File: src/hdl/gwm_pkg.sv
// shared types and constants for the wildcard glob matcher
package gwm_pkg;

  localparam int DEFAULT_MAX_PATTERN = 64;
  localparam int CHAR_W = 8;
  localparam int POS_W = 6;
  localparam int KIND_W = 2;
  localparam int PADDR_W = 2;
  localparam int PDATA_W = 32;

  localparam logic [CHAR_W-1:0] STAR_CHAR = 8'h2A;
  localparam logic [CHAR_W-1:0] ANY_CHAR = 8'h3F;

  localparam logic [KIND_W-1:0] KIND_LOAD = 2'd0;
  localparam logic [KIND_W-1:0] KIND_TEXT = 2'd1;
  localparam logic [KIND_W-1:0] KIND_END = 2'd2;

  localparam logic [PADDR_W-1:0] ADDR_PATTERN_LENGTH = 2'd0;

  // control broadcast to every cell of the chain
  typedef struct packed {
    logic              load;
    logic [POS_W-1:0]  load_pos;
    logic [CHAR_W-1:0] load_char;
    logic              hop;
    logic              step;
    logic              rearm;
    logic [CHAR_W-1:0] text;
  } cell_ctl_t;

endpackage

File: src/hdl/gwm_cell.sv
// one pattern position: stored pattern byte and its active bit
module gwm_cell import gwm_pkg::*; #(
  parameter int MAX_PATTERN = DEFAULT_MAX_PATTERN,
  parameter int INDEX = 0
) (
  input  logic                                 clk,
  input  logic                                 rst,
  input  cell_ctl_t                            ctl,
  input  logic [$clog2(MAX_PATTERN+1)-1:0]     length,
  input  logic                                 hop_in,
  input  logic                                 fwd_in,
  output logic                                 hop_out,
  output logic                                 fwd_out,
  output logic                                 grow,
  output logic                                 active
);

  localparam int IDX_W = $clog2(MAX_PATTERN + 1);
  localparam int CMP_W = (IDX_W > POS_W) ? IDX_W : POS_W;

  logic [CHAR_W-1:0] pattern_char;
  logic              en;
  logic              is_star;
  logic              hit;

  assign en      = IDX_W'(INDEX) < length;
  assign is_star = pattern_char == STAR_CHAR;
  assign hit     = (pattern_char == ANY_CHAR) || (pattern_char == ctl.text);
  assign hop_out = active && en && is_star;
  assign fwd_out = active && en && !is_star && hit;
  assign grow    = hop_in && !active;

  always_ff @(posedge clk) begin
    if (ctl.load && (CMP_W'(ctl.load_pos) == CMP_W'(INDEX))) begin
      pattern_char <= ctl.load_char;
    end
  end

  always_ff @(posedge clk) begin
    if (rst || ctl.rearm) begin
      active <= (INDEX == 0);
    end else if (ctl.hop) begin
      active <= active || hop_in;
    end else if (ctl.step) begin
      // a star keeps its own bit, a matching byte moves its bit right
      active <= (active && en && is_star) || fwd_in;
    end
  end

endmodule

File: src/hdl/gwm_ctrl.sv
// handshake, closure sequencing and result register
module gwm_ctrl import gwm_pkg::*; (
  input  logic              clk,
  input  logic              rst,
  input  logic              in_valid,
  output logic              in_stall,
  input  logic [KIND_W-1:0] kind,
  input  logic [POS_W-1:0]  position,
  input  logic [CHAR_W-1:0] char_value,
  output logic              out_valid,
  input  logic              out_stall,
  output logic              matched,
  input  logic              cfg_rearm,
  input  logic              any_grow,
  input  logic              goal,
  output cell_ctl_t         ctl
);

  typedef enum logic {IDLE, CLOSE} state_t;

  state_t            state;
  logic              hold_end;
  logic [CHAR_W-1:0] hold_char;
  logic              accept;
  logic              slot_free;
  logic              finish_end;

  assign in_stall   = (state == CLOSE);
  assign accept     = in_valid && !in_stall;
  assign slot_free  = !out_valid || !out_stall;
  assign finish_end = (state == CLOSE) && !any_grow && hold_end && slot_free;

  always_comb begin
    ctl.load      = accept && (kind == KIND_LOAD);
    ctl.load_pos  = position;
    ctl.load_char = char_value;
    ctl.hop       = (state == CLOSE) && any_grow;
    ctl.step      = (state == CLOSE) && !any_grow && !hold_end;
    ctl.rearm     = cfg_rearm || finish_end;
    ctl.text      = hold_char;
  end

  always_ff @(posedge clk) begin
    if (rst) begin
      state     <= IDLE;
      out_valid <= 1'b0;
    end else begin
      // a new result may replace one taken in the same cycle
      if (finish_end) begin
        out_valid <= 1'b1;
        matched   <= goal;
      end else if (out_valid && !out_stall) begin
        out_valid <= 1'b0;
      end
      case (state)
        IDLE: begin
          if (accept && (kind inside {KIND_TEXT, KIND_END})) begin
            hold_end  <= (kind == KIND_END);
            hold_char <= char_value;
            state     <= CLOSE;
          end
        end
        CLOSE: begin
          if (ctl.step || finish_end) begin
            state <= IDLE;
          end
        end
        default: state <= IDLE;
      endcase
    end
  end

  a_ctl_exclusive: assert property (@(posedge clk) disable iff (rst)
    $onehot0({ctl.hop, ctl.step, finish_end}))
    else $error("conflicting cell commands");

  a_result_source: assert property (@(posedge clk) disable iff (rst)
    $rose(out_valid) |-> $past(state == CLOSE && hold_end && !any_grow))
    else $error("result word without finished end of text");

  a_step_returns: assert property (@(posedge clk) disable iff (rst)
    (ctl.step || finish_end) |=> (state == IDLE))
    else $error("sequencer did not return to idle");

endmodule

File: src/hdl/wildcard_glob_matcher.sv
// wildcard glob matcher top level: register port, control and cell chain
//
// Matches a text against a wildcard pattern where '*' matches any run of bytes
// (including none), '?' matches exactly one byte and any other byte matches
// itself. Pattern bytes are loaded with kind 0 words (position selects the
// slot, loads at or beyond MAX_PATTERN land nowhere), the pattern length is set
// through the register at address 0 (values above MAX_PATTERN saturate, and a
// write rearms the match), text bytes come as kind 1 words, and a kind 2 word
// ends the text, returns one result word with matched set when the whole text
// matched, and rearms for the next text. An empty pattern matches only empty
// text; kind 3 words are dropped. Load and dropped words do not enter closure.
// A text byte first runs closure passes over '*' positions and then advances
// the row; end of text runs the same closure and then waits for a free result
// slot. The active bits cross one '*' cell per cycle, so the closure runs longer
// the longer the run of consecutive '*' that the active row reaches
// (no extra passes for patterns without '*'). The input stalls during that closure;
// a finished result sits in its own register and does not block new words.
module wildcard_glob_matcher import gwm_pkg::*; #(
  parameter int MAX_PATTERN = DEFAULT_MAX_PATTERN
) (
  input  logic               clk,
  input  logic               rst,
  // item channel
  input  logic               in_valid,
  output logic               in_stall,
  input  logic [KIND_W-1:0]  kind,
  input  logic [POS_W-1:0]   position,
  input  logic [CHAR_W-1:0]  char_value,
  // result channel
  output logic               out_valid,
  input  logic               out_stall,
  output logic               matched,
  // register port
  input  logic               psel,
  input  logic               penable,
  input  logic               pwrite,
  input  logic [PADDR_W-1:0] paddr,
  input  logic [PDATA_W-1:0] pwdata,
  output logic [PDATA_W-1:0] prdata,
  output logic               pready
);

  localparam int LEN_W = $clog2(MAX_PATTERN + 1);

  logic [LEN_W-1:0]     length;
  logic                 cfg_wr;
  cell_ctl_t            ctl;
  // row of active bits; the last entry is a goal-only position
  logic [MAX_PATTERN:0] row;
  logic [MAX_PATTERN:0] hop_w;
  logic [MAX_PATTERN:0] fwd_w;
  logic [MAX_PATTERN:0] grow_w;
  logic                 any_grow;
  logic                 goal;

  // register port: single register, always ready
  assign pready = 1'b1;
  assign cfg_wr = psel && penable && pwrite && (paddr == ADDR_PATTERN_LENGTH);
  assign prdata = (paddr == ADDR_PATTERN_LENGTH) ? PDATA_W'(length) : '0;

  always_ff @(posedge clk) begin
    if (rst) begin
      length <= '0;
    end else if (cfg_wr) begin
      // saturate at store depth
      if (pwdata > PDATA_W'(MAX_PATTERN)) begin
        length <= LEN_W'(MAX_PATTERN);
      end else begin
        length <= pwdata[LEN_W-1:0];
      end
    end
  end

  gwm_ctrl u_ctrl (
    .clk        (clk),
    .rst        (rst),
    .in_valid   (in_valid),
    .in_stall   (in_stall),
    .kind       (kind),
    .position   (position),
    .char_value (char_value),
    .out_valid  (out_valid),
    .out_stall  (out_stall),
    .matched    (matched),
    .cfg_rearm  (cfg_wr),
    .any_grow   (any_grow),
    .goal       (goal),
    .ctl        (ctl)
  );

  // chain of cells: each hands its closure and advance bits to the right
  for (genvar j = 0; j <= MAX_PATTERN; j++) begin : g_cell
    logic hop_in;
    logic fwd_in;
    if (j == 0) begin : g_head
      assign hop_in = 1'b0;
      assign fwd_in = 1'b0;
    end else begin : g_link
      assign hop_in = hop_w[j-1];
      assign fwd_in = fwd_w[j-1];
    end
    gwm_cell #(
      .MAX_PATTERN (MAX_PATTERN),
      .INDEX       (j)
    ) u_cell (
      .clk     (clk),
      .rst     (rst),
      .ctl     (ctl),
      .length  (length),
      .hop_in  (hop_in),
      .fwd_in  (fwd_in),
      .hop_out (hop_w[j]),
      .fwd_out (fwd_w[j]),
      .grow    (grow_w[j]),
      .active  (row[j])
    );
  end

  // closure is done once no cell would gain a bit
  assign any_grow = |grow_w;
  // goal bit sits at the position just past the pattern
  assign goal = row[length];

  a_rearm_row: assert property (@(posedge clk) disable iff (rst)
    ctl.rearm |=> (row == (MAX_PATTERN + 1)'(1)))
    else $error("active row not rearmed");

endmodule

File: config.mk
export PLATFORM = sky130hd
export DESIGN_NAME = wildcard_glob_matcher
export DESIGN_NICKNAME = d
export VERILOG_FILES = /design/src/hdl/gwm_pkg.sv /design/src/hdl/gwm_cell.sv /design/src/hdl/gwm_ctrl.sv /design/src/hdl/wildcard_glob_matcher.sv
export SDC_FILE = /design/constraint.sdc
export NUM_CORES = 1
export LEC_CHECK = 0
export BUFFER_PORTS_ARGS = -buffer_cell sky130_fd_sc_hd__buf_4
export CELL_PAD_IN_SITES_DETAIL_PLACEMENT = 0
export CELL_PAD_IN_SITES_GLOBAL_PLACEMENT = 1
export CORE_ASPECT_RATIO = 1.5
export CORE_UTILIZATION = 31
export CTS_CLUSTER_DIAMETER = 40
export DETAILED_ROUTE_END_ITERATION = 12
export PLACE_DENSITY = 0.55
export SYNTH_ARGS = -nofsm -noshare
export SYNTH_HDL_FRONTEND = slang
export SYNTH_HIERARCHICAL = 1
export SYNTH_SLANG_ARGS = --single-unit
export TNS_END_PERCENT = 100
File: constraint.sdc
create_clock -name clk -period 11.95 [get_ports clk]
set_clock_uncertainty 0.05 [all_clocks]
set_input_delay 2.39 -clock clk [delete_from_list [all_inputs] [get_ports clk]]
set_output_delay 2.39 -clock clk [all_outputs]
set_load 0.01 [all_outputs]
* Word level (Yosys, flattened, before mapping)
Index checks and enable logic that the tools add are counted.
** Storage, ports and cells
- Flip-flop bits (word level) :: 596
- Input bits :: 57
- Output and inout port bits :: 36
- Word-level logic and storage cells :: 1332
** Operators by class
- $lt $le $gt $ge :: 66
- Eq/ne operators :: 257
- Multiplexer cells :: 137
- Bitwise logic cells :: 3
- Reduce and logical (&&, ||, !) cells :: 734
** Operators by type and width (count)
- $eq A8 B6 Y1 const B :: 128
- $eq A8 B8 Y1 :: 64
- $logic_and A1 B1 Y1 :: 396
- $lt A6 B7 Y1 const A :: 32
- $logic_or A1 B1 Y1 :: 195
- $eq A6 B6 Y1 const B :: 32
- $logic_not A1 Y1 :: 133
- $mux W1 :: 133
- $lt A5 B7 Y1 const A :: 16
- $eq A6 B5 Y1 const B :: 16
- $reduce_or A64 Y1 :: 1
- $lt A4 B7 Y1 const A :: 8
- $eq A6 B4 Y1 const B :: 8
- $gt A32 B7 Y1 const B :: 1
- $lt A3 B7 Y1 const A :: 4
- $eq A6 B3 Y1 const B :: 4
- $lt A1 B7 Y1 const A :: 2
- $lt A2 B7 Y1 const A :: 2
- $mux W7 :: 2
- $eq A6 B2 Y1 const B :: 2
- $lt A7 B8 Y1 const B :: 1
- $bmux W1 S7 :: 1
- $eq A6 B1 Y1 const B :: 1
- $logic_not A6 Y1 :: 1
- 8 further kinds :: 14

* Depth between registers and ports, before layout
Gate-level depths: netlist of run 1.
- Depth after elaboration :: 12
- Gate-level depth with buffers :: 15
- Depth with buffers taken out :: 15

* Least setup slack after synthesis of run 1
OpenSTA, ideal clock, no wires.
- Kind :: reg-to-reg
- Start :: register length[6]
- End :: register g_cell[64].u_cell.active
- Library setup time :: 0.127 ns
- Arrival :: 8.626 ns
- Data required time :: 11.773 ns
- Path slack :: 3.147 ns
- Cell stages (with the launch flop) :: 12
- Buffers on the path :: 0
- Clock period less this slack :: 8.803 ns
- Cell sequence :: dfxtp_1 > or4_4 > o41ai_4 > nor3_2 > nor2b_1 > nor4_1 > nand4_1 > nor4_1 > nand4_1 > nor3b_1 > mux2i_1 > a2111oi_2
** RTL lines
- start: declaration :: line wildcard_glob_matcher.sv:45 : logic [LEN_W-1:0] length;
- start signal: assignment :: line wildcard_glob_matcher.sv:67 : length <= LEN_W'(MAX_PATTERN);
- start signal: assignment :: line wildcard_glob_matcher.sv:69 : length <= pwdata[LEN_W-1:0];
- end signal: assignment :: line gwm_cell.sv:41 : active <= (INDEX == 0);
- end signal: assignment :: line gwm_cell.sv:43 : active <= active || hop_in;
- end signal: assignment :: line gwm_cell.sv:46 : active <= (active && en && is_star) || fwd_in;
- end: declaration :: line gwm_cell.sv:15 : output logic active

==> impl_metrics.py, run 1 <==
metrics = {
    "placement": {
        "dpl_cell_area_mm2": 0.0356,
        "dpl.hpwl_mm": 65.1,
        "portBuffers": 66,
        "dp.cells": 4296,
        "dpl_worst_slack_ns": 5.82,
        "routabilityCongestion": 0.799,
    },
    "route": {
        "drtPass1Iterations": 5,
        "vias": 24200,
        "drt.antenna.violating_nets": 0,
        "drt_iter0_drc": 1708,
        "wl_per_cell_um": 25.2,
        "drc": 0,
        "routed_via_density": 5.45,
        "totalWireLength_mm": 112,
    },
    "clock_tree": {
        "cts_sinks": 596,
        "post_cts_buffers": 0,
        "cts.clk_slew.worst_paths_ns": 0.06,
        "cts_made_buffers": 78,
        "cts.path.max_buffers": 3,
        "h-tree-depth": 3,
        "cts_resized": 0,
        "clk-insertion-delay-late_ns": 0.67,
        "root_buffer": "clkbuf_16",
        "hold_buffers": 0,
        "cts_tree": "yes",
    },
    "global_routing": {
        "gr-usage-all-layers": 0.208,
        "grt_start_max_net_pins": 69,
        "overflow": 0,
        "grt_pass1_vias": 24800,
        "antenna_found_initial": 1,
        "grt_first_pass_wirelength_mm": 164,
    },
    "cells_and_area": {
        "fin_util": 0.362,
        "drive_gt1_frac": 0.155,
        "syn_to_final_growth_pct": 15.9,
        "fin_nets": 3029,
        "antenna_cells": 0,
        "stdcell_area_mm2": 0.0381,
        "final_cells": 4440,
    },
    "sta": {
        "tightest_slew_ns": 1.31,
        "finalCriticalPeriod_ns": 6.11,
        "setup_violations": 0,
        "finalCritPeriodShare": 0.511,
        "fin_setup_tns_ns": 0,
        "max_slew_margin": 0.119,
        "rsz0062_at_grt": "no",
        "fin_ws_ns": 5.84,
        "drv_slew": 0,
        "hold_viol": 0,
        "clock.fmax_mhz": 164,
    },
    "status": {
        "outcome": "finished clean",
    },
    "power_and_ir_drop": {
        "power_leakage_nw": 11.5,
        "ir_worst_vdd_uv": 72.7,
        "power_density_mw_per_mm2": 128,
    },
    "setup_path": {
        "critical_path.max_stage_delay_ns": 0.94,
        "start_kind": "register",
        "critPathMaxFanout": 49,
        "critPathArrivalTime_ns": 6.59,
        "path_class": "register to register",
        "critical-path-top-delay-family": "simple AND/OR/NAND/NOR gates",
        "critPathRequiredTime_ns": 12.43,
        "worstPathCellList": "buf_4, a21oi_1, nor2b_1, o21ai_0, nor3_2, nor2b_1, nor4_1, nand4_1, nor4_1, nand4_1, nand3b_1, o21bai_4, buf_4, nor3_1, o41a_2",
        "end_kind": "register",
        "cpMaxStageDelayCell": "o21bai_4",
        "cp_num_buf_inv": 2,
    },
    "die": {
        "num_io_pins": 93,
        "rows": 146,
        "design.core.area_mm2": 0.105,
        "die_area_mm2": 0.107,
        "die_w_um": 268,
        "die_h_um": 401,
        "start_util": 0.312,
    },
    "logic_synthesis": {
        "syn-instance-count": 2769,
        "netlist_area_mm2": 0.0329,
        "avgSynthCellArea_um2": 11.9,
        "yosysWarnings": 6,
    },
    "worst_hold_path": {
        "hp-class": "register to register",
    },
    "run": {
        "drv_cap": 0,
    },
}
## flip-flops by register name (all words and copies together) (netlist names)
signal / flops
g_cell.u_cell/active: 65
g_cell.u_cell/pattern_char: 512
length: 7
u_ctrl/hold_char: 8
u_ctrl/hold_end: 1
u_ctrl/in_stall: 1
u_ctrl/matched: 1
u_ctrl/out_valid: 1
## worst register-to-register path, stage by stage, from the launching register on
cell	delay, ns
dfxtp_4	0.50
buf_4	0.43
a21oi_1	0.25
nor2b_1	0.06
o21ai_0	0.51
nor3_2	0.17
nor2b_1	0.19
nor4_1	0.89
nand4_1	0.16
nor4_1	0.34
nand4_1	0.23
nand3b_1	0.32
o21bai_4	0.94
buf_4	0.64
nor3_1	0.17
o41a_2	0.15
## cell usage in the layout, fill, tap and decap left out, types with 31 or more instances in the layout
cell	count
o21ai_0	79
edfxtp_1	522
o41a_1	40
nor3_2	50
dfxtp_1	67
nor2b_1	102
nand4_1	184
a21oi_1	46
clkbuf_16	80
nor3_1	104
nor2_1	205
a211oi_1	67
nor4_1	70
xor2_1	112
inv_1	84
xnor2_1	400
nand3_1	57
nor4b_1	33
nand4b_1	31
buf_4	144
nand2_1	123
## metal layers
layer  up-vias  GRT usage  part of all wire
met5         -          0                 0
met4         0     0.0740             0.029
met3       169     0.0222             0.042
met2       674      0.366              0.50
met1     12300      0.262              0.42
li1      11000          -                 -
## power breakdown
group	total (mW)	switching [mW]	internal, mW
clock network	2.30	0.972	1.33
logic	0.283	0.201	0.0823
registers	2.29	0.0156	2.27
total	4.88	1.19	3.69
## path summary, 6_finish.rpt
path | startpoint | to | slack [ns] | cells after the start
worst max-delay path | length[2] | g_cell[25].u_cell/active | 5.84 | 15
worst min-delay path | u_ctrl/out_valid | u_ctrl/out_valid | 0.47 | 2
worst max register to register | length[2] | g_cell[25].u_cell/active | 5.84 | 15
worst min register to register | u_ctrl/out_valid | u_ctrl/out_valid | 0.47 | 2
## metrics by stage
| step | total power [mW] | hold slack, ns |
|---|---|---|
| after floorplan | 2.49 | 0.409 |
| after global placement | 2.61 | 0.460 |
| after detailed placement | 2.62 | 0.448 |
| after CTS | 4.92 | 0.467 |
| after global routing | 5.01 | 0.501 |
| final | 4.88 | 0.465 |
## area by class of cell
cell class | count | area, µm²
Fill cell | 10200 | 67300
Clock buffer | 92 | 2070
Sequential cell | 596 | 17200
Multi-Input combinational cell | 2066 | 15200
Clock inverter | 52 | 482
Tap cell | 1406 | 1760
Timing Repair Buffer | 144 | 1080
Inverter | 84 | 315
Power figures use the tool's default switching activity.
==> run 2: changes to the inputs <==
- clock period: 11.95 -> 5.8 ns (I/O delays scaled with it)
==> impl_metrics.py, run 2 (same netlist as run 1, synthesis figures left out) <==
metrics = {
    "die": {
        "num_io_pins": 93,
        "start_util": 0.312,
        "design.core.area_mm2": 0.105,
        "die_w_um": 268,
        "die_h_um": 401,
        "rows": 146,
        "die_area_mm2": 0.107,
    },
    "cells_and_area": {
        "largest_reg_flops": 512,
        "fin_nets": 3052,
        "fillCellCount": 10200,
        "mostFrequentLayoutCells": "522 x edfxtp_1, 400 x xnor2_1, 205 x nor2_1, 184 x nand4_1, 154 x buf_4",
        "final_cells": 4463,
        "final_common_cell": "edfxtp_1",
        "largest-register": "g_cell.u_cell/pattern_char",
        "largestRegisters": "g_cell.u_cell/pattern_char: 512 flops, g_cell.u_cell/active: 65 flops, u_ctrl/hold_char: 8 flops",
        "drive_gt1_frac": 0.158,
        "syn_to_final_growth_pct": 17.0,
    },
    "route": {
        "totalWireLength_mm": 114,
        "met2_wirelength_mm": 58.0,
        "dr_wl_met3_mm": 5.11,
        "drt.antenna.violating_nets": 0,
        "wl_per_cell_um": 25.5,
        "drtPass1Iterations": 5,
        "vias": 24300,
        "drc": 0,
        "met1_length_mm": 47.5,
        "routed_via_density": 5.46,
        "drt_iter0_drc": 1755,
        "routed.top_layer": "met4",
    },
    "clock_tree": {
        "cts_made_buffers": 81,
        "cts_tree": "yes",
        "cts.clk_slew.worst_paths_ns": 0.05,
        "h-tree-depth": 3,
        "cts_resized": 0,
        "cts.path.max_buffers": 3,
        "root_buffer": "clkbuf_16",
        "post_cts_buffers": 0,
        "clk-insertion-delay-late_ns": 0.67,
        "cts_sinks": 596,
        "hold_buffers": 0,
    },
    "setup_path": {
        "path_class": "register to register",
        "critical-path-top-delay-family": "simple AND/OR/NAND/NOR gates",
        "reg2reg_depth": 15,
        "regToRegStartpoint": "length[1]",
        "worstPathCellList": "buf_4, a21oi_1, o21ai_0, nor3b_2, nor2b_1, nor4_1, nand4_1, nor4_1, nand4_1, and2_4, buf_4, nor2_1, a211oi_1, nor3_1, o41a_1",
        "cp_num_buf_inv": 2,
        "worst_r2r_endpoint": "g_cell[60].u_cell/active",
        "end_kind": "register",
        "start_kind": "register",
        "critPathMaxFanout": 74,
        "critical_path.max_stage_delay_ns": 0.93,
        "critPathRequiredTime_ns": 6.28,
        "critPathArrivalTime_ns": 5.39,
        "r2r_slack_ns": 0.89,
        "cpMaxStageDelayCell": "dfxtp_2",
    },
    "worst_hold_path": {
        "hp-class": "register to register",
        "holdPathStages": 2,
        "hold_start": "g_cell[64].u_cell/active",
        "holdPathEnd": "g_cell[64].u_cell/active",
    },
    "power_and_ir_drop": {
        "p_sw_mw": 2.38,
        "power_leakage_nw": 11.7,
        "power_density_mw_per_mm2": 264,
        "share_seq_of_total_power": 0.464,
        "power.share.clock": 0.479,
        "power.switching_fraction": 0.234,
        "finalPower_mw": 10.2,
        "p_int_mw": 7.79,
        "ir_worst_vdd_uv": 163,
        "p_comb_frac": 0.057,
    },
    "status": {
        "outcome": "finished clean",
    },
    "global_routing": {
        "gr-usage-all-layers": 0.211,
        "grt_pass1_vias": 24900,
        "grt_start_max_net_pins": 75,
        "antenna_found_initial": 5,
        "grt_first_pass_wirelength_mm": 165,
        "overflow": 0,
    },
    "sta": {
        "max_slew_margin": 0.193,
        "finalCritPeriodShare": 0.846,
        "finalCriticalPeriod_ns": 4.91,
        "rsz0062_at_grt": "no",
        "setup_violations": 0,
        "drv_slew": 0,
        "hold_viol": 0,
        "fin_setup_tns_ns": 0,
        "tightest_slew_ns": 1.20,
        "clock.fmax_mhz": 204,
    },
    "placement": {
        "portBuffers": 66,
        "dp.cells": 4316,
        "routabilityCongestion": 0.835,
        "dpl.hpwl_mm": 70.0,
    },
    "run": {
        "drv_cap": 0,
    },
}
[run 2: worst max-delay path by stage]
| stage | slack [ns] | start | to | cells past startpoint |
|---|---|---|---|---|
| 2_1_floorplan | 0.04 | length[5] | g_cell[64].u_cell/active | 11 |
| 3_3_place_gp | 0.95 | length[6] | g_cell[62].u_cell/active | 13 |
| 3_5_place_dp | 0.87 | length[6] | g_cell[59].u_cell/active | 11 |
| 4_1_cts | 0.86 | length[6] | g_cell[60].u_cell/active | 13 |
| 5_1_grt | 0.53 | length[1] | g_cell[62].u_cell/active | 15 |
| 6_report | 0.89 | length[1] | g_cell[60].u_cell/active | 15 |
[run 2: worst min-delay path: cells and delay by family (launching register included)]
| kind | cells | cell delay (ns) |
|---|---|---|
| buf+inv | 1 | 0.08 |
| flops | 1 | 0.35 |
| compound gates | 1 | 0.06 |
[run 2: metrics by stage]
step	worst slack, ns	util	hold slack [ns]	area (µm²)
final	0.894	0.365	0.487	38500
after global routing	0.529	0.365	0.517	38500
after CTS	0.855	0.365	0.501	38500
after detailed placement	0.868	0.340	0.493	35900
after global placement	0.948	0.340	0.483	35900
after floorplan	0.0379	-	0.409	33000
[run 2: per-layer routing]
metal,up-vias,track usage
met5,-,0
met3,158,0.0272
met2,717,0.373
met1,12400,0.260
li1,11100,-
met4,0,0.0739
[run 2: power by group through the flow]
stage          combinational (mW)  sequential (mW)  clock [mW]
5_1_grt                     0.612             4.72        5.14
2_1_floorplan               0.289             4.83           0
3_3_place_gp                0.570             4.81           0
3_5_place_dp                0.577             4.81           0
6_report                    0.576             4.72        4.88
4_1_cts                     0.579             4.72        4.99
[run 2: cell type report]
| type | count | area [µm²] | share of cell area |
|---|---|---|---|
| diodes | 2 | 5.00 | 0.000130 |
| inverters | 84 | 315 | 0.00820 |
| well taps | 1406 | 1760 | 0.0457 |
| flip-flops and latches | 596 | 17200 | 0.446 |
| multi-input cells | 2066 | 15300 | 0.397 |
| clock buffers | 95 | 2110 | 0.0549 |
| repair buffers | 164 | 1360 | 0.0353 |
| clock inverters | 50 | 494 | 0.0128 |
==> run 3: changes to the inputs <==
- PLACE_DENSITY: 0.55 -> 0.57
- clock period: 5.8 -> 4.1 ns (I/O delays scaled with it)
==> impl_metrics.py, run 3 (same netlist as run 1, synthesis figures left out) <==
metrics = {
    "status": {
        "outcome": "finished clean",
    },
    "cells_and_area": {
        "drive_gt1_frac": 0.229,
        "largest_reg_flops": 512,
        "final_common_cell": "edfxtp_1",
        "seq_area_mm2": 0.0172,
        "final_cells": 4675,
        "multiInputGateArea_mm2": 0.0156,
        "fin_util": 0.389,
        "mostFrequentLayoutCells": "522 x edfxtp_1, 400 x xnor2_1, 310 x buf_4, 203 x nor2_1, 184 x nand4_1",
        "fin_nets": 3262,
        "fillCellCount": 10000,
        "largestRegisters": "g_cell.u_cell/pattern_char: 512 flops, g_cell.u_cell/active: 65 flops, u_ctrl/hold_char: 8 flops",
        "largest-register": "g_cell.u_cell/pattern_char",
        "syn_to_final_growth_pct": 24.8,
    },
    "sta": {
        "rsz0062_at_grt": "yes",
        "fin_setup_tns_ns": 0,
        "max_slew_margin": 0.303,
        "clock.fmax_mhz": 252,
        "setup_violations": 0,
        "finalCriticalPeriod_ns": 3.97,
        "finalCritPeriodShare": 0.969,
        "drv_slew": 0,
        "hold_viol": 0,
        "tightest_slew_ns": 1.05,
    },
    "setup_path": {
        "cpMaxStageDelayCell": "o41a_2",
        "critPathArrivalTime_ns": 4.46,
        "end_kind": "register",
        "worstPathCellList": "buf_6, buf_4, buf_4, o2111a_1, o31ai_4, nor3_2, nor2b_2, nor4_2, nand4_1, nor4_2, buf_4, nand4_1, nor3b_4, buf_6, buf_6, clkbuf_16, inv_1, o41a_2",
        "start_kind": "register",
        "critPathMaxFanout": 7,
        "cp_num_buf_inv": 8,
        "critPathRequiredTime_ns": 4.59,
        "critical-path-top-delay-family": "simple AND/OR/NAND/NOR gates",
        "path_class": "register to register",
        "critical_path.max_stage_delay_ns": 0.41,
    },
    "die": {
        "die_h_um": 401,
        "die_area_mm2": 0.107,
        "design.core.area_mm2": 0.105,
        "num_io_pins": 93,
        "die_w_um": 268,
        "rows": 146,
        "start_util": 0.312,
    },
    "placement": {
        "routabilityCongestion": 0.864,
        "dp.cells": 4475,
        "dpl.hpwl_mm": 73.2,
        "portBuffers": 66,
    },
    "run": {
        "drv_cap": 0,
    },
    "power_and_ir_drop": {
        "finalPower_mw": 14.6,
        "ir_worst_vdd_uv": 290,
        "power_density_mw_per_mm2": 355,
        "power_leakage_nw": 13.1,
    },
    "route": {
        "totalWireLength_mm": 117,
        "wl_per_cell_um": 25.1,
        "drc": 0,
        "drtPass1Iterations": 6,
        "drt.antenna.violating_nets": 0,
        "routed_via_density": 5.44,
        "vias": 25400,
        "drt_iter0_drc": 1569,
    },
    "clock_tree": {
        "h-tree-depth": 3,
        "cts.clk_slew.worst_paths_ns": 0.06,
        "cts_sinks": 596,
        "root_buffer": "clkbuf_16",
        "cts_made_buffers": 79,
        "clk-insertion-delay-late_ns": 0.67,
        "cts.path.max_buffers": 3,
        "cts_tree": "yes",
    },
    "worst_hold_path": {
        "hp-class": "input pin to register",
    },
    "global_routing": {
        "grtUsageMet1": 0.239,
        "antenna_found_initial": 6,
        "grt_pass1_vias": 26100,
        "gr-usage-all-layers": 0.214,
        "gr-usage-met3": 0.0225,
        "grt_start_max_net_pins": 65,
        "grt_first_pass_wirelength_mm": 169,
        "met2_usage": 0.392,
        "overflow": 0,
        "grt_busiest_layer": "met2",
    },
}
run 3: per-layer routing:
metal	vias up	part of all wire
met5	-	0
li1	11500	-
met3	267	0.041
met4	0	0.050
met2	765	0.53
met1	12900	0.38
run 3: worst register-to-register path: cells and delay by family, from the launching register on:
family	cells	cell delay, ns
and+or+nand+nor	7	1.51
AOI/OAI and AO/OA	3	0.80
DFF	1	0.39
buffers and inverters	8	1.09
run 3: final cells by class:
class | instances | share of cell area
inverters | 84 | 0.00768
clock inverters | 56 | 0.0151
clock buffers | 90 | 0.0497
multi-input cells | 2067 | 0.379
repair buffers | 375 | 0.0872
well taps | 1406 | 0.0429
flip-flops and latches | 596 | 0.418
diodes | 1 | 0.0000610
run 3: power by group:
part | leakage [nW] | internal [mW] | switching, mW
registers | 5.30 | 6.62 | 0.0474
clock network | 1.29 | 4.12 | 2.91
logic | 6.49 | 0.296 | 0.595
run 3: path summary, 6_finish.rpt:
kind                                  from                       end  slack (ns)  depth (start not counted)
setup / recovery                 length[4]   g_cell[5].u_cell/active        0.13                         18
setup reg to reg                 length[4]   g_cell[5].u_cell/active        0.13                         18
hold reg to reg   g_cell[64].u_cell/active  g_cell[64].u_cell/active        0.47                          2
hold / removal                   pwdata[0]                 length[0]        0.38                          3
run 3: metrics by stage:
stage	setup slack (ns)	area, µm²	hold slack [ns]
3_5_place_dp	-0.595	37400	0.468
4_1_cts	0.00453	40200	0.344
5_1_grt	-0.0507	41100	0.402
3_3_place_gp	-0.637	37400	0.461
6_report	0.125	41100	0.381
2_1_floorplan	-0.742	33000	0.409
run 3: repair_timing:
item	in CTS	in global routing
gates resized for setup	28	65
cloned	1	13
hold endpoints to repair	0	0
buffers inserted	6	36
hold buffers	0	0
pin swaps	17	35
setup endpoints to repair	67	66
